$ cat config.mk
export PLATFORM = sky130hd
export DESIGN_NAME = key_event_normalizer_fifo_flat
export DESIGN_NICKNAME = d
export VERILOG_FILES = /design/src/design/ken_pkg.sv /design/src/design/ken_in_if.sv /design/src/design/ken_out_if.sv /design/src/design/ken_front.sv /design/src/design/ken_cmd_fifo.sv /design/src/design/ken_back.sv /design/src/design/key_event_normalizer_fifo.sv /design/src/flat_wrapper.sv
export SDC_FILE = /design/constraint.sdc
export NUM_CORES = 2
export LEC_CHECK = 0
export BUFFER_PORTS_ARGS = -buffer_cell sky130_fd_sc_hd__buf_2
export CORE_MARGIN = 4
export CORE_UTILIZATION = 55
export DETAILED_ROUTE_END_ITERATION = 12
export MAX_ROUTING_LAYER = met4
export PLACE_DENSITY = 0.71
export SETUP_SLACK_MARGIN = 0.15
export SLEW_MARGIN = 10
export SYNTH_ARGS = -nofsm -noshare
export SYNTH_HDL_FRONTEND = slang
export SYNTH_SLANG_ARGS = --single-unit
$ cat constraint.sdc
create_clock -name clk -period 4.1 [get_ports clk]
set_input_delay 0.41 -clock clk [delete_from_list [all_inputs] [get_ports clk]]
set_output_delay 0.41 -clock clk [all_outputs]
set_load 0.01 [all_outputs]
$ cat src/design/ken_pkg.sv
package ken_pkg;

	// Queue sizing
	localparam int DEF_QUEUE_SLOTS = 128;
	localparam int CMD_DEPTH       = 2;
	localparam int COUNT_W         = 7;
	localparam int DROP_W          = 32;

	// Event kinds as carried on the input channel
	localparam logic [1:0] KIND_KEY     = 2'd0;
	localparam logic [1:0] KIND_POINTER = 2'd1;

	// HID usage codes
	localparam logic [7:0] KEY_NONE    = 8'h00;
	localparam logic [7:0] KEY_DELETE  = 8'h4C;
	localparam logic [7:0] KEY_CAPS    = 8'h39;
	localparam logic [7:0] KEY_NUM     = 8'h53;
	localparam logic [7:0] KEY_SCROLL  = 8'h47;
	localparam logic [4:0] KEY_MOD_HI  = 5'b11100;

	// Modifier groups in HID bit order
	localparam logic [7:0] CTRL_MOD_BITS = 8'h11;
	localparam logic [7:0] ALT_MOD_BITS  = 8'h44;

	// Lock bits
	localparam logic [2:0] LOCK_NONE   = 3'b000;
	localparam logic [2:0] LOCK_CAPS   = 3'b001;
	localparam logic [2:0] LOCK_NUM    = 3'b010;
	localparam logic [2:0] LOCK_SCROLL = 3'b100;

	typedef enum logic [1:0] {
		MODE_SUBMIT = 2'd0,
		MODE_POP    = 2'd1,
		MODE_TAKE   = 2'd2,
		MODE_NONE   = 2'd3
	} mode_t;

	typedef enum logic [1:0] {
		CMD_PUSH   = 2'd0,
		CMD_POP    = 2'd1,
		CMD_REPORT = 2'd2
	} cmd_op_t;

	typedef enum logic {
		BK_IDLE = 1'b0,
		BK_POP  = 1'b1
	} bk_state_t;

	// Stored event, 24 bits
	typedef struct packed {
		logic [2:0] buttons;
		logic [2:0] locks;
		logic [7:0] mods;
		logic       pressed;
		logic [7:0] code;
		logic       kind;
	} entry_t;

	// Classified item handed from front to back
	typedef struct packed {
		cmd_op_t op;
		entry_t  entry;
		logic    reset_pulse;
		logic    action_taken;
	} cmd_t;

	// Result register contents
	typedef struct packed {
		logic               accepted;
		logic               pop_valid;
		logic               out_kind;
		logic [7:0]         out_code;
		logic               out_pressed;
		logic [7:0]         out_modifiers;
		logic [2:0]         out_locks;
		logic [2:0]         out_buttons;
		logic [COUNT_W-1:0] pending_count;
		logic [DROP_W-1:0]  dropped_count;
		logic               reset_pulse;
		logic               action_taken;
	} res_t;

endpackage

$ cat src/design/ken_in_if.sv
interface ken_in_if;
	logic       valid;
	logic       ready;
	logic [1:0] mode;
	logic [1:0] event_kind;
	logic [7:0] key_code;
	logic [1:0] key_state;
	logic [7:0] pointer_buttons;

	modport source(output valid, mode, event_kind, key_code, key_state, pointer_buttons,
		input ready);
	modport sink(input valid, mode, event_kind, key_code, key_state, pointer_buttons,
		output ready);
endinterface

$ cat src/design/ken_out_if.sv
interface ken_out_if;
	logic        valid;
	logic        ready;
	logic        accepted;
	logic        pop_valid;
	logic        out_kind;
	logic [7:0]  out_code;
	logic        out_pressed;
	logic [7:0]  out_modifiers;
	logic [2:0]  out_locks;
	logic [2:0]  out_buttons;
	logic [6:0]  pending_count;
	logic [31:0] dropped_count;
	logic        reset_pulse;
	logic        action_taken;

	modport source(output valid, accepted, pop_valid, out_kind, out_code, out_pressed,
		out_modifiers, out_locks, out_buttons, pending_count, dropped_count,
		reset_pulse, action_taken, input ready);
	modport sink(input valid, accepted, pop_valid, out_kind, out_code, out_pressed,
		out_modifiers, out_locks, out_buttons, pending_count, dropped_count,
		reset_pulse, action_taken, output ready);
endinterface

$ cat src/design/ken_front.sv
module ken_front (
	input  logic           clk,
	input  logic           arst_n,
	ken_in_if.sink         in_ch,
	output ken_pkg::cmd_t  cmd,
	output logic           cmd_valid,
	input  logic           cmd_ready
);

	logic [7:0] mods_q;
	logic [2:0] locks_q;
	logic       rst_pend_q;

	ken_pkg::mode_t mode;
	logic           xfer;
	logic           key_ok;
	logic           ptr_ok;
	logic           pressed;
	logic [7:0]     mod_mask;
	logic [2:0]     lock_mask;
	logic [7:0]     mods_new;
	logic [2:0]     locks_new;
	logic           chord;
	ken_pkg::entry_t entry;

	assign mode      = ken_pkg::mode_t'(in_ch.mode);
	assign in_ch.ready = cmd_ready;
	assign cmd_valid = in_ch.valid;
	assign xfer      = in_ch.valid && cmd_ready;

	// Check the submitted event
	always_comb begin
		key_ok  = (in_ch.event_kind == ken_pkg::KIND_KEY) &&
			(in_ch.key_code != ken_pkg::KEY_NONE) && !in_ch.key_state[1];
		ptr_ok  = (in_ch.event_kind == ken_pkg::KIND_POINTER) &&
			(in_ch.pointer_buttons[7:3] == 5'd0);
		pressed = in_ch.key_state[0];
	end

	// Decode modifier and lock keys
	always_comb begin
		if (in_ch.key_code[7:3] == ken_pkg::KEY_MOD_HI) begin
			mod_mask = 8'd1 << in_ch.key_code[2:0];
		end else begin
			mod_mask = 8'd0;
		end
		case (in_ch.key_code)
			ken_pkg::KEY_CAPS:   lock_mask = ken_pkg::LOCK_CAPS;
			ken_pkg::KEY_NUM:    lock_mask = ken_pkg::LOCK_NUM;
			ken_pkg::KEY_SCROLL: lock_mask = ken_pkg::LOCK_SCROLL;
			default:             lock_mask = ken_pkg::LOCK_NONE;
		endcase
	end

	// Update key state and detect the reset chord
	always_comb begin
		mods_new  = mods_q;
		locks_new = locks_q;
		if (key_ok) begin
			if (pressed) begin
				mods_new  = mods_q | mod_mask;
				locks_new = locks_q ^ lock_mask;
			end else begin
				mods_new  = mods_q & ~mod_mask;
			end
		end
		chord = key_ok && pressed && (in_ch.key_code == ken_pkg::KEY_DELETE) &&
			((mods_new & ken_pkg::CTRL_MOD_BITS) != 8'd0) &&
			((mods_new & ken_pkg::ALT_MOD_BITS) != 8'd0);
	end

	// Build the normalized event
	always_comb begin
		entry = '0;
		if (key_ok) begin
			entry.code    = in_ch.key_code;
			entry.pressed = pressed;
			entry.mods    = mods_new;
			entry.locks   = locks_new;
		end else begin
			entry.kind    = 1'b1;
			entry.buttons = in_ch.pointer_buttons[2:0];
		end
	end

	// Classify the item for the back end
	always_comb begin
		cmd              = '0;
		cmd.op           = ken_pkg::CMD_REPORT;
		cmd.entry        = entry;
		case (mode)
			ken_pkg::MODE_SUBMIT: begin
				cmd.op          = (key_ok || ptr_ok) ? ken_pkg::CMD_PUSH : ken_pkg::CMD_REPORT;
				cmd.reset_pulse = chord;
			end
			ken_pkg::MODE_POP: begin
				cmd.op = ken_pkg::CMD_POP;
			end
			ken_pkg::MODE_TAKE: begin
				cmd.action_taken = rst_pend_q;
			end
			default: begin
				cmd.op = ken_pkg::CMD_REPORT;
			end
		endcase
	end

	// Hold modifier, lock and pending reset state
	always_ff @(posedge clk or negedge arst_n) begin
		if (!arst_n) begin
			mods_q     <= '0;
			locks_q    <= '0;
			rst_pend_q <= 1'b0;
		end else if (xfer) begin
			if (mode == ken_pkg::MODE_SUBMIT) begin
				mods_q  <= mods_new;
				locks_q <= locks_new;
				if (chord) begin
					rst_pend_q <= 1'b1;
				end
			end else if (mode == ken_pkg::MODE_TAKE) begin
				rst_pend_q <= 1'b0;
			end
		end
	end

endmodule

$ cat src/design/ken_cmd_fifo.sv
module ken_cmd_fifo (
	input  logic          clk,
	input  logic          arst_n,
	input  logic          push_valid,
	output logic          push_ready,
	input  ken_pkg::cmd_t push_cmd,
	output logic          pop_valid,
	input  logic          pop_ready,
	output ken_pkg::cmd_t pop_cmd
);

	localparam int PW = (ken_pkg::CMD_DEPTH > 1) ? $clog2(ken_pkg::CMD_DEPTH) : 1;
	localparam int CW = $clog2(ken_pkg::CMD_DEPTH + 1);
	localparam logic [PW-1:0] LAST = PW'(ken_pkg::CMD_DEPTH - 1);
	localparam logic [CW-1:0] FULL = CW'(ken_pkg::CMD_DEPTH);

	ken_pkg::cmd_t slot_q [ken_pkg::CMD_DEPTH];
	logic [PW-1:0] wr_q;
	logic [PW-1:0] rd_q;
	logic [CW-1:0] cnt_q;
	logic          wr_en;
	logic          rd_en;

	assign push_ready = (cnt_q != FULL);
	assign pop_valid  = (cnt_q != '0);
	assign pop_cmd    = slot_q[rd_q];
	assign wr_en      = push_valid && push_ready;
	assign rd_en      = pop_valid && pop_ready;

	// Store incoming commands
	always_ff @(posedge clk) begin
		if (wr_en) begin
			slot_q[wr_q] <= push_cmd;
		end
	end

	// Advance pointers and occupancy
	always_ff @(posedge clk or negedge arst_n) begin
		if (!arst_n) begin
			wr_q  <= '0;
			rd_q  <= '0;
			cnt_q <= '0;
		end else begin
			if (wr_en) begin
				wr_q <= (wr_q == LAST) ? '0 : wr_q + 1'b1;
			end
			if (rd_en) begin
				rd_q <= (rd_q == LAST) ? '0 : rd_q + 1'b1;
			end
			case ({wr_en, rd_en})
				2'b10:   cnt_q <= cnt_q + 1'b1;
				2'b01:   cnt_q <= cnt_q - 1'b1;
				default: cnt_q <= cnt_q;
			endcase
		end
	end

endmodule

$ cat src/design/ken_back.sv
module ken_back #(
	parameter int QUEUE_SLOTS = ken_pkg::DEF_QUEUE_SLOTS
) (
	input  logic          clk,
	input  logic          arst_n,
	input  logic          cmd_valid,
	output logic          cmd_ready,
	input  ken_pkg::cmd_t cmd,
	ken_out_if.source     out_ch
);

	localparam int PW = $clog2(QUEUE_SLOTS);
	localparam logic [PW-1:0] LAST  = PW'(QUEUE_SLOTS - 1);
	localparam logic [PW:0]   SLOTS = (PW+1)'(QUEUE_SLOTS);

	ken_pkg::entry_t mem [QUEUE_SLOTS];
	ken_pkg::entry_t rdata_q;
	logic [PW-1:0]   wr_q;
	logic [PW-1:0]   rd_q;
	logic [ken_pkg::DROP_W-1:0] drop_q;
	ken_pkg::bk_state_t state_q;
	ken_pkg::bk_state_t state_d;
	logic            out_valid_q;
	ken_pkg::res_t   res_q;

	logic            take;
	logic            full;
	logic            empty;
	logic            push_ok;
	logic            pop_rd;
	logic [PW-1:0]   wr_nx;
	logic [PW-1:0]   rd_nx;
	logic [ken_pkg::DROP_W-1:0] drop_nx;
	logic [PW:0]     depth;
	logic            load;
	ken_pkg::res_t   res;

	function automatic logic [PW-1:0] next_ptr(input logic [PW-1:0] p);
		return (p == LAST) ? '0 : p + 1'b1;
	endfunction

	assign cmd_ready = (state_q == ken_pkg::BK_IDLE) && (!out_valid_q || out_ch.ready);
	assign take      = cmd_valid && cmd_ready;
	assign full      = (next_ptr(wr_q) == rd_q);
	assign empty     = (wr_q == rd_q);
	assign push_ok   = take && (cmd.op == ken_pkg::CMD_PUSH) && !full;
	assign pop_rd    = take && (cmd.op == ken_pkg::CMD_POP) && !empty;

	// Pointer and drop counter updates
	always_comb begin
		wr_nx   = push_ok ? next_ptr(wr_q) : wr_q;
		rd_nx   = pop_rd ? next_ptr(rd_q) : rd_q;
		drop_nx = drop_q;
		if (take && (cmd.op == ken_pkg::CMD_PUSH) && full && (drop_q != '1)) begin
			drop_nx = drop_q + 1'b1;
		end
		if (wr_nx >= rd_nx) begin
			depth = {1'b0, wr_nx} - {1'b0, rd_nx};
		end else begin
			depth = {1'b0, wr_nx} + SLOTS - {1'b0, rd_nx};
		end
	end

	// Next state
	always_comb begin
		state_d = state_q;
		case (state_q)
			ken_pkg::BK_IDLE: begin
				if (pop_rd) begin
					state_d = ken_pkg::BK_POP;
				end
			end
			ken_pkg::BK_POP: begin
				state_d = ken_pkg::BK_IDLE;
			end
			default: begin
				state_d = ken_pkg::BK_IDLE;
			end
		endcase
	end

	// Result contents
	always_comb begin
		res               = '0;
		res.pending_count = ken_pkg::COUNT_W'(depth);
		res.dropped_count = drop_nx;
		load              = 1'b0;
		case (state_q)
			ken_pkg::BK_IDLE: begin
				load = take && !pop_rd;
				case (cmd.op)
					ken_pkg::CMD_PUSH: begin
						res.accepted    = !full;
						res.reset_pulse = cmd.reset_pulse;
					end
					ken_pkg::CMD_REPORT: begin
						res.reset_pulse  = cmd.reset_pulse;
						res.action_taken = cmd.action_taken;
					end
					default: begin
						res.accepted = 1'b0;
					end
				endcase
			end
			ken_pkg::BK_POP: begin
				load          = 1'b1;
				res.pop_valid = 1'b1;
				res.out_kind  = rdata_q.kind;
				if (rdata_q.kind) begin
					res.out_buttons = rdata_q.buttons;
				end else begin
					res.out_code      = rdata_q.code;
					res.out_pressed   = rdata_q.pressed;
					res.out_modifiers = rdata_q.mods;
					res.out_locks     = rdata_q.locks;
				end
			end
			default: begin
				load = 1'b0;
			end
		endcase
	end

	// Event memory
	always_ff @(posedge clk) begin
		if (push_ok) begin
			mem[wr_q] <= cmd.entry;
		end
		if (pop_rd) begin
			rdata_q <= mem[rd_q];
		end
	end

	// Control state
	always_ff @(posedge clk or negedge arst_n) begin
		if (!arst_n) begin
			wr_q        <= '0;
			rd_q        <= '0;
			drop_q      <= '0;
			state_q     <= ken_pkg::BK_IDLE;
			out_valid_q <= 1'b0;
		end else begin
			wr_q    <= wr_nx;
			rd_q    <= rd_nx;
			drop_q  <= drop_nx;
			state_q <= state_d;
			if (load) begin
				out_valid_q <= 1'b1;
			end else if (out_ch.ready) begin
				out_valid_q <= 1'b0;
			end
		end
	end

	// Hold the result until its transfer
	always_ff @(posedge clk) begin
		if (load) begin
			res_q <= res;
		end
	end

	assign out_ch.valid         = out_valid_q;
	assign out_ch.accepted      = res_q.accepted;
	assign out_ch.pop_valid     = res_q.pop_valid;
	assign out_ch.out_kind      = res_q.out_kind;
	assign out_ch.out_code      = res_q.out_code;
	assign out_ch.out_pressed   = res_q.out_pressed;
	assign out_ch.out_modifiers = res_q.out_modifiers;
	assign out_ch.out_locks     = res_q.out_locks;
	assign out_ch.out_buttons   = res_q.out_buttons;
	assign out_ch.pending_count = res_q.pending_count;
	assign out_ch.dropped_count = res_q.dropped_count;
	assign out_ch.reset_pulse   = res_q.reset_pulse;
	assign out_ch.action_taken  = res_q.action_taken;

endmodule

$ cat src/design/key_event_normalizer_fifo.sv
// Channel   Dir  Handshake     Payload
// in_ch     in   valid/ready   mode, event_kind, key_code, key_state, pointer_buttons
// out_ch    out  valid/ready   accepted, pop_valid, popped event, counts, reset_pulse,
//                              action_taken
//
// Submit, take and empty pops load their result from the idle state in the back end;
// a returned event first passes the pop state, for the registered event memory read.
// Reset clears pointers, drop counter, modifier, lock and pending reset state at once;
// the event memory is not cleared, since only written slots are ever read.
// A two-entry command queue sits between front and back, and the result register
// lets the back end take the next command in the cycle its result transfers.
module key_event_normalizer_fifo #(
	parameter int QUEUE_SLOTS = ken_pkg::DEF_QUEUE_SLOTS
) (
	input  logic      clk,
	input  logic      arst_n,
	ken_in_if.sink    in_ch,
	ken_out_if.source out_ch
);

	ken_pkg::cmd_t fr_cmd;
	logic          fr_valid;
	logic          fr_ready;
	ken_pkg::cmd_t bk_cmd;
	logic          bk_valid;
	logic          bk_ready;

	ken_front u_front (
		.clk       (clk),
		.arst_n    (arst_n),
		.in_ch     (in_ch),
		.cmd       (fr_cmd),
		.cmd_valid (fr_valid),
		.cmd_ready (fr_ready)
	);

	ken_cmd_fifo u_cmd_fifo (
		.clk        (clk),
		.arst_n     (arst_n),
		.push_valid (fr_valid),
		.push_ready (fr_ready),
		.push_cmd   (fr_cmd),
		.pop_valid  (bk_valid),
		.pop_ready  (bk_ready),
		.pop_cmd    (bk_cmd)
	);

	ken_back #(
		.QUEUE_SLOTS (QUEUE_SLOTS)
	) u_back (
		.clk       (clk),
		.arst_n    (arst_n),
		.cmd_valid (bk_valid),
		.cmd_ready (bk_ready),
		.cmd       (bk_cmd),
		.out_ch    (out_ch)
	);

	// A result is never both a queued submit and a returned event
	assert property (@(posedge clk) disable iff (!arst_n)
		out_ch.valid |-> !(out_ch.accepted && out_ch.pop_valid))
		else $error("submit and pop flagged in one result");

	// The reset pulse and the action report come from different modes
	assert property (@(posedge clk) disable iff (!arst_n)
		out_ch.valid |-> !(out_ch.reset_pulse && out_ch.action_taken))
		else $error("reset pulse and action taken in one result");

	// Event fields stay clear unless an event was popped
	assert property (@(posedge clk) disable iff (!arst_n)
		(out_ch.valid && !out_ch.pop_valid) |->
		(out_ch.out_kind == 1'b0 && out_ch.out_code == 8'd0 &&
		out_ch.out_modifiers == 8'd0 && out_ch.out_locks == 3'd0 &&
		out_ch.out_buttons == 3'd0 && out_ch.out_pressed == 1'b0))
		else $error("event fields set without a popped event");

	// Hold a waiting result steady until its transfer
	assert property (@(posedge clk) disable iff (!arst_n)
		(out_ch.valid && !out_ch.ready) |=>
		(out_ch.valid && $stable(out_ch.pending_count) && $stable(out_ch.dropped_count) &&
		$stable(out_ch.accepted) && $stable(out_ch.pop_valid)))
		else $error("result changed while waiting for its transfer");

endmodule
$ cat src/flat_wrapper.sv
// flat-port wrapper written by rule: the top's interface ports become plain ports
module key_event_normalizer_fifo_flat 
#(
	parameter int QUEUE_SLOTS = ken_pkg::DEF_QUEUE_SLOTS
)
  (clk, arst_n, in_ch_valid, in_ch_mode, in_ch_event_kind, in_ch_key_code, in_ch_key_state, in_ch_pointer_buttons, in_ch_ready, out_ch_valid, out_ch_accepted, out_ch_pop_valid, out_ch_out_kind, out_ch_out_code, out_ch_out_pressed, out_ch_out_modifiers, out_ch_out_locks, out_ch_out_buttons, out_ch_pending_count, out_ch_dropped_count, out_ch_reset_pulse, out_ch_action_taken, out_ch_ready);
  ken_in_if in_ch_i ();
  ken_out_if out_ch_i ();
  input  logic clk;
  input  logic arst_n;
  input wire logic [$bits(in_ch_i.valid)-1:0] in_ch_valid;
  input wire logic [$bits(in_ch_i.mode)-1:0] in_ch_mode;
  input wire logic [$bits(in_ch_i.event_kind)-1:0] in_ch_event_kind;
  input wire logic [$bits(in_ch_i.key_code)-1:0] in_ch_key_code;
  input wire logic [$bits(in_ch_i.key_state)-1:0] in_ch_key_state;
  input wire logic [$bits(in_ch_i.pointer_buttons)-1:0] in_ch_pointer_buttons;
  output wire logic [$bits(in_ch_i.ready)-1:0] in_ch_ready;
  output wire logic [$bits(out_ch_i.valid)-1:0] out_ch_valid;
  output wire logic [$bits(out_ch_i.accepted)-1:0] out_ch_accepted;
  output wire logic [$bits(out_ch_i.pop_valid)-1:0] out_ch_pop_valid;
  output wire logic [$bits(out_ch_i.out_kind)-1:0] out_ch_out_kind;
  output wire logic [$bits(out_ch_i.out_code)-1:0] out_ch_out_code;
  output wire logic [$bits(out_ch_i.out_pressed)-1:0] out_ch_out_pressed;
  output wire logic [$bits(out_ch_i.out_modifiers)-1:0] out_ch_out_modifiers;
  output wire logic [$bits(out_ch_i.out_locks)-1:0] out_ch_out_locks;
  output wire logic [$bits(out_ch_i.out_buttons)-1:0] out_ch_out_buttons;
  output wire logic [$bits(out_ch_i.pending_count)-1:0] out_ch_pending_count;
  output wire logic [$bits(out_ch_i.dropped_count)-1:0] out_ch_dropped_count;
  output wire logic [$bits(out_ch_i.reset_pulse)-1:0] out_ch_reset_pulse;
  output wire logic [$bits(out_ch_i.action_taken)-1:0] out_ch_action_taken;
  input wire logic [$bits(out_ch_i.ready)-1:0] out_ch_ready;
  assign in_ch_i.valid = in_ch_valid;
  assign in_ch_i.mode = in_ch_mode;
  assign in_ch_i.event_kind = in_ch_event_kind;
  assign in_ch_i.key_code = in_ch_key_code;
  assign in_ch_i.key_state = in_ch_key_state;
  assign in_ch_i.pointer_buttons = in_ch_pointer_buttons;
  assign in_ch_ready = in_ch_i.ready;
  assign out_ch_valid = out_ch_i.valid;
  assign out_ch_accepted = out_ch_i.accepted;
  assign out_ch_pop_valid = out_ch_i.pop_valid;
  assign out_ch_out_kind = out_ch_i.out_kind;
  assign out_ch_out_code = out_ch_i.out_code;
  assign out_ch_out_pressed = out_ch_i.out_pressed;
  assign out_ch_out_modifiers = out_ch_i.out_modifiers;
  assign out_ch_out_locks = out_ch_i.out_locks;
  assign out_ch_out_buttons = out_ch_i.out_buttons;
  assign out_ch_pending_count = out_ch_i.pending_count;
  assign out_ch_dropped_count = out_ch_i.dropped_count;
  assign out_ch_reset_pulse = out_ch_i.reset_pulse;
  assign out_ch_action_taken = out_ch_i.action_taken;
  assign out_ch_i.ready = out_ch_ready;
  key_event_normalizer_fifo #(.QUEUE_SLOTS(QUEUE_SLOTS)) u_core (.clk(clk), .arst_n(arst_n), .in_ch(in_ch_i), .out_ch(out_ch_i));
endmodule
Yosys cells after proc, flatten, opt, wreduce, memory -nomap -nowiden. Memories as Yosys holds them, arrays and structs flattened. A register that Yosys moved wholly into a read port is not among the register bits. Index checks and enable logic that the tools add are counted. W data, S select, Z words.

RAM bits: 3128. Register bits after elaboration: 131. Word-level logic and storage cells: 144. Output and inout port bits: 69. Memories: 2. Bits of input ports: 26.

Memories: u_core.u_back.mem (depth 128, bits a word 24, read ports 1, clocked after Yosys merged registers in 1, write ports 1, line ken_back.sv:16) `ken_pkg::entry_t mem [QUEUE_SLOTS];`; u_core.u_cmd_fifo.slot_q (depth 2, bits a word 28, read ports 1, clocked after Yosys merged registers in 0, write ports 1, line ken_cmd_fifo.sv:17) `ken_pkg::cmd_t slot_q [ken_pkg::CMD_DEPTH];`.

Magnitude comparators: 1. Shift operators: 1. Reductions and logical operators: 43. Muxes and demuxes: 37. Bitwise logic cells: 8. Add/sub/neg operators: 10. Equal/unequal tests: 19.

Operator list (count): $mux W20 (2); $mux W7 (5); $add A32 B1 Y32 const B (1); $mux W32 (1); $ne A32 B32 Y1 const B (1); $mux W25 (1); $eq A8 B7 Y1 const B (3); $mux W8 (3); $reduce_bool A8 Y1 (3); $add A7 B1 Y7 const B (3); $logic_and A1 B1 Y1 (17); $mux W1 (15); $eq A7 B7 Y1 (2); $eq A7 B7 Y1 const B (2); $sub A7 B7 Y7 (2); $mux W3 (4); $reduce_or A2 Y1 (5); $pmux W3 S3 (1); $and A8 B8 Y8 (1); $eq A2 B1 Y1 const B (4); $eq A8 B6 Y1 const B (1); $not A8 Y8 (1); $or A8 B8 Y8 (1); $pmux W2 S2 (2); other kinds (19) (38).

Depth between registers and ports, before layout.
Depth in word-level cells: 11. Gate-level depth with buffers: 19. Mapped depth without buffers: 17.

Modules after synthesis. From an unflattened synthesis, not the netlist that was laid out.

Cell total of the unflattened synthesis: 6501. Area, all modules: 128533.3 um2.

Modules (own cells, without submodules): ken_back (times used 1, sequential area each 96182.2 um2, cells each 6260, area an instance 125207.6 um2); ken_cmd_fifo (times used 1, sequential area each 1781.7 um2, cells each 104, area an instance 2257.2 um2); ken_front (times used 1, sequential area each 300.3 um2, cells each 137, area an instance 1068.5 um2).

Worst setup path after synthesis. OpenSTA, ideal clock, no wires.

Kind: register -> register. Start point: register u_core.u_back.rd_q[0]. End point: register u_core.u_back.res_q, in the netlist u_core.u_back.out_ch.pending_count[6], data pin. Slack: 0.096 ns. Library setup time: 0.261 ns. Stages on the path, launching flop included: 20. Path buffers: 4. Clock period less this slack: 4.004 ns. Data required time: 3.839 ns. Arrival time: 3.743 ns. Path through: dfrtp_1 -> buf_2 -> buf_6 -> buf_6 -> buf_4 -> xor2_1 -> nor3_1 -> nand2_1 -> o211ai_1 -> inv_1 -> nand2_1 -> o21ai_0 -> ha_1 -> fa_1 -> o21ai_0 -> a21oi_1 -> o21bai_1 -> a21oi_1 -> xnor2_1 -> xnor2_1.

Elaborated cells on any way between the ends: 16. Classes of those cells: add/sub: 4; order compare: 1; eq/ne: 3; mux: 4; reduce/logical: 4.

RTL lines: start: declaration (line ken_back.sv:19) `logic [PW-1:0] rd_q;`; start signal: assignment (line ken_back.sv:144) `rd_q <= rd_nx;`; $eq A7 B7 Y1 (*) (line ken_back.sv:45) `assign empty = (wr_q == rd_q);`; $logic_not A1 Y1 (*) (line ken_back.sv:47) `assign pop_rd = take && (cmd.op == ken_pkg::CMD_POP) && !empty;`; $logic_and A1 B1 Y1 (*) (line ken_back.sv:47); net u_core.u_back.pop_rd (line ken_back.sv:30) `logic pop_rd;`; $mux W7 (*) (line ken_back.sv:52) `rd_nx = pop_rd ? next_ptr(rd_q) : rd_q;`; net u_core.u_back.rd_nx[0] (line ken_back.sv:32) `logic [PW-1:0] rd_nx;`; $sub A7 B7 Y7, or another cell as far along (line ken_back.sv:60) `depth = {1'b0, wr_nx} + SLOTS - {1'b0, rd_nx};`; $mux W7 (*) (line ken_back.sv:57) `if (wr_nx >= rd_nx) begin`; net u_core.u_back.depth[6] (line ken_back.sv:34) `logic [PW:0] depth;`; end signal: assignment (line ken_back.sv:158) `res_q <= res;`; end: declaration (line ken_back.sv:24) `ken_pkg::res_t res_q;`.

Mark *: on every way through the listed nets, which the timed path passes. The rest lies on a longest branch. A chain may end at the register's enable or synchronous reset.

Final worst setup path.
Start point: register u_core.u_back.wr_q[4]. End point: memory u_core.u_back.mem[75][12] (netlist bit) (enable).

Word-level cells in the longest chain between the ends: 7. Elaborated cells on any way between the ends: 8. Classes of those cells: add/sub: 1; eq/ne: 2; mux: 3; reduce/logical: 2.

Ends and longest elaborated chain: start: declaration (line ken_back.sv:18) `logic [PW-1:0] wr_q;`; start signal: assignment (line ken_back.sv:143) `wr_q <= wr_nx;`; $add A7 B1 Y7 / $eq A7 B7 Y1 (equally long branches) (line ken_back.sv:39) `return (p == LAST) ? '0 : p + 1'b1;`; $mux W7 (line ken_back.sv:39); $eq A7 B7 Y1 (line ken_back.sv:44) `assign full = (next_ptr(wr_q) == rd_q);`; $logic_not A1 Y1 (line ken_back.sv:46) `assign push_ok = take && (cmd.op == ken_pkg::CMD_PUSH) && !full;`; $logic_and A1 B1 Y1 (line ken_back.sv:46); $mux W1 (line ken_back.sv:126) `if (push_ok) begin`; $mux W1 (not written as such) (line ken_back.sv:127) `mem[wr_q] <= cmd.entry;`; end: declaration (line ken_back.sv:16).

Several ways; a longest one is shown, not always the timed one.

==> results.py <==
metrics = {
    "global_route": {
        "antenna_found_initial": 19,
        "gr-total-overflow": 0,
        "track_usage_pct": 27.62,
        "grt_pass1_wl_um": 449800,
        "grt_max_degree": 139,
        "grt_pass1_vias": 60050,
    },
    "sta": {
        "hold_slack_ns": 0.08103,
        "tns_ns": 0,
        "relSlewSlack_pct": 12.68,
        "min_period_ns": 3.827,
        "setup_viol": 0,
        "skew_ns": 0.07251,
        "worst_pin_slew_ns": 1.310,
        "rsz0062_at_grt": "true",
        "drv_slew": 0,
        "finalHoldViolCount": 0,
        "finalCritPeriodShare_pct": 93.33,
        "max_freq_mhz": 261.3,
    },
    "outcome": {
        "outcome": "complete, no violations",
    },
    "detailed_routing": {
        "routed_wl_um": 312900,
        "viasPerCell": 6.660,
        "wl_per_cell_um": 34.96,
        "drc": 0,
        "drt_pass1_iterations": 6,
        "vias": 59620,
        "drtIter0Drc": 9128,
        "drtAntennaViolNets": 0,
    },
    "synth": {
        "synthCells": 5183,
        "synth_ff_type": "edfxtp_1",
        "avgSynthCellArea_um2": 24.30,
        "yosysWarnings": 0,
        "synth_area_um2": 125900,
        "async_flop_share_pct": 1.949,
        "ys_types": 61,
        "syn_nets": 5220,
        "synth_seq_area_share_pct": 78.03,
        "synth_edf_count": 3219,
        "synth_seq_cells": 3283,
    },
    "finish": {
        "drive_gt1_share_pct": 34.82,
        "post-route-util_pct": 63.10,
        "finalNetCount": 5716,
        "syn_to_final_growth_pct": 13.99,
    },
    "power_and_ir_drop": {
        "leakage_nw": 44.73,
        "p_int_mw": 69.79,
        "clkPwrFrac_pct": 30.1,
        "switching_share_pct": 28.69,
        "p_per_area_nw_per_um2": 681.7,
        "p_seq_share_pct": 43.3,
        "peakVddDrop_uv": 833.6,
        "switchingPower_mw": 28.07,
        "p_comb_share_pct": 26.6,
    },
    "floorplanning": {
        "num_rows": 175,
        "initial_core_util_pct": 55.35,
        "die_y_um": 486.5,
        "coreArea_um2": 227500,
        "die_area_um2": 236700,
        "num_io_pins": 95,
        "die_width_um": 486.5,
    },
    "setup_path": {
        "crit_fanout": 14,
        "cp-start-kind": "flop",
        "cp_data_arrival_time_ns": 4.44,
        "worst_ep_required_time_ns": 4.71,
        "cp-end-kind": "flop",
        "path_class": "reg -> reg",
    },
    "clock_network": {
        "insertion_delay_ns": 0.96,
        "numCtsBuffers": 333,
        "root_buffer": "clkbuf_16",
        "path_clk_slew_ns": 0.06,
        "cts.sinks": 3283,
        "tritoncts": "yes",
        "clk_path_buf_depth": 4,
        "cts.htree.levels": 5,
    },
    "worst_hold_path": {
        "hold_path.class": "in -> reg",
    },
    "placed_design": {
        "gp_congestion": 0.8645,
        "hpwlAfterDp_um": 171900,
        "numPortBuffers": 94,
    },
    "flow_run": {
        "cap_violations": 0,
    },
}
## critical path, cell delays in order, from the launching register on
cell and delay [ns]:
dfrtp_1 0.52, and2_1 0.31, buf_4 0.17, o22ai_1 0.20, a311oi_2 0.08, o211ai_1 0.18
nand2_2 0.18, inv_1 0.12, nand4_1 0.29, buf_4 0.29, nor2_2 0.76, buf_4 0.41
## sequential cells by signal, indices dropped and copies added (netlist names), 2 cells and up
register                            flops
u_core.u_back.drop_q                   32
u_core.u_front.locks_q                  3
u_core.u_back.out_ch.out_buttons        3
u_core.u_back.out_ch.out_modifiers      8
u_core.u_cmd_fifo.cnt_q                 2
u_core.u_front.mods_q                   8
u_core.u_cmd_fifo.slot_q               56
u_core.u_back.out_ch.out_locks          3
u_core.u_back.out_ch.pending_count      7
u_core.u_back.out_ch.dropped_count     32
u_core.u_back.out_ch.out_code           8
u_core.u_back.rd_q                      7
u_core.u_back.mem                    3072
u_core.u_back.rdata_q                  24
u_core.u_back.wr_q                      7
## repair_timing
action / 4_1_cts / 5_1_grt
hold endpoints to repair: 108 / 0
gates resized for setup: 0 / 6
hold buffers: 23 / 0
setup endpoints to repair: 0 / 68
setup buffers: 0 / 5
## through the flow
| step | worst slack (ns) | total power [mW] | area, µm² | std cells |
|---|---|---|---|---|
| after floorplan | 0.1679 | 58.85 | 125900 | 5183 |
| after global placement | 0.1668 | 68.65 | 132800 | 8325 |
| after detailed placement | 0.1974 | 69.13 | 132800 | 8325 |
| after CTS | 0.2021 | 98.34 | 143500 | 8938 |
| after global routing | 0.1387 | 101.1 | 143500 | 8950 |
| final | 0.2733 | 97.86 | 143500 | 8951 |
## power by group through the flow
stage	Sequential, mW	Combinational [mW]	Clock [mW]
2_1_floorplan	43.1	15.7	0
3_3_place_gp	43.0	25.6	0
3_5_place_dp	43.1	26.1	0
4_1_cts	42.4	26.2	29.8
5_1_grt	42.4	27.3	31.4
6_report	42.4	26.0	29.4
## final cells by class
type	count	area, µm²
multi-input combinational	1610	26890
tap	3009	3765
fill	14460	83960
antenna	8	20.02
clock inverter	164	1518
sequential	3283	98290
clock buffer	426	8955
inverter	21	82.58
timing repair buffer	430	4029
## per-layer routing
| layer | up-vias | track usage (%) | wire (µm) |
|---|---|---|---|
| li1 | 23250 | - | - |
| met1 | 31960 | 38.52 | 117300 |
| met2 | 3813 | 42.29 | 153000 |
| met3 | 595 | 5.166 | 31900 |
| met4 | 0 | 8.825 | 10670 |
| met5 | - | - | 0 |
## layout by cell type (no fill, tap or decap), types with 23 or more instances in the layout
master | Yosys | final
nand3_1 | 29 | 25
buf_4 | 2 | 236
nor2_1 | 178 | 49
and2_1 | 38 | 38
xnor2_1 | 35 | 35
dfrtp_1 | 64 | 56
nor2_2 | 0 | 126
xor2_1 | 29 | 29
clkbuf_16 | 0 | 343
buf_12 | 0 | 78
clkbuf_1 | 135 | 77
edfxtp_1 | 3219 | 3219
mux2_4 | 0 | 24
mux4_2 | 1006 | 1006
clkinv_1 | 0 | 65
nand2_1 | 62 | 61
clkinv_2 | 0 | 53
buf_2 | 93 | 93
dlygate4sd3_1 | 0 | 23
bufinv_16 | 0 | 29
mux2_2 | 51 | 27
## cell usage after synthesis (all sizes together), types with 3 or more instances
library cell / n / area (µm²)
nand4: 16 / 100.1
and3b: 3 / 26.28
and2: 38 / 237.7
ha: 10 / 125.1
a21o: 3 / 22.52
and4: 5 / 43.79
mux2: 51 / 574.3
nor3b: 3 / 22.52
clkbuf: 135 / 506.7
inv: 21 / 78.83
o21ai: 16 / 80.08
xnor2: 35 / 306.5
dfrtp: 64 / 1602
nor4: 8 / 71.32
nor3: 11 / 55.05
nand3b: 5 / 37.54
xor2: 29 / 254.0
nor2: 178 / 668.1
edfxtp: 3219 / 96660
mux2i: 12 / 120.1
nand2: 62 / 232.7
nand3: 29 / 145.1
or4: 4 / 30.03
buf: 134 / 664.4
nand2b: 4 / 25.02
or2: 3 / 18.77
or3: 5 / 31.28
a21oi: 18 / 90.09
nor2b: 11 / 68.82
mux4: 1006 / 22660
and3: 14 / 87.58
## cell families after synthesis
| kind of cell | after synthesis | synth area share [%] |
|---|---|---|
| flops | 3283 | 78.03 |
| mux | 1069 | 18.54 |
| simple gates | 402 | 1.531 |
| buf+inv | 290 | 0.9926 |
| xor+xnor | 65 | 0.4630 |
| compound gates | 63 | 0.3209 |
| fa+ha+maj | 11 | 0.1153 |
## path summary, 6_finish.rpt
| check | from | to | slack, ns | depth (start not counted) |
|---|---|---|---|---|
| min in group asynchronous | arst_n | u_core.u_back.out_ch.valid | 0.12 | 2 |
| max reg2reg | u_core.u_back.wr_q[4] | u_core.u_back.mem[75][12] | 0.27 | 11 |
| min reg2reg | u_core.u_back.drop_q[6] | u_core.u_back.drop_q[6] | 0.48 | 1 |
| min | in_ch_key_state[1] | u_core.u_cmd_fifo.slot_q[1][7] | 0.08 | 4 |
| max in group asynchronous | arst_n | u_core.u_back.rd_q[2] | 3.14 | 2 |
| max | u_core.u_back.wr_q[4] | u_core.u_back.mem[75][12] | 0.27 | 11 |
Note: power is estimated with default switching activity, not from simulation.
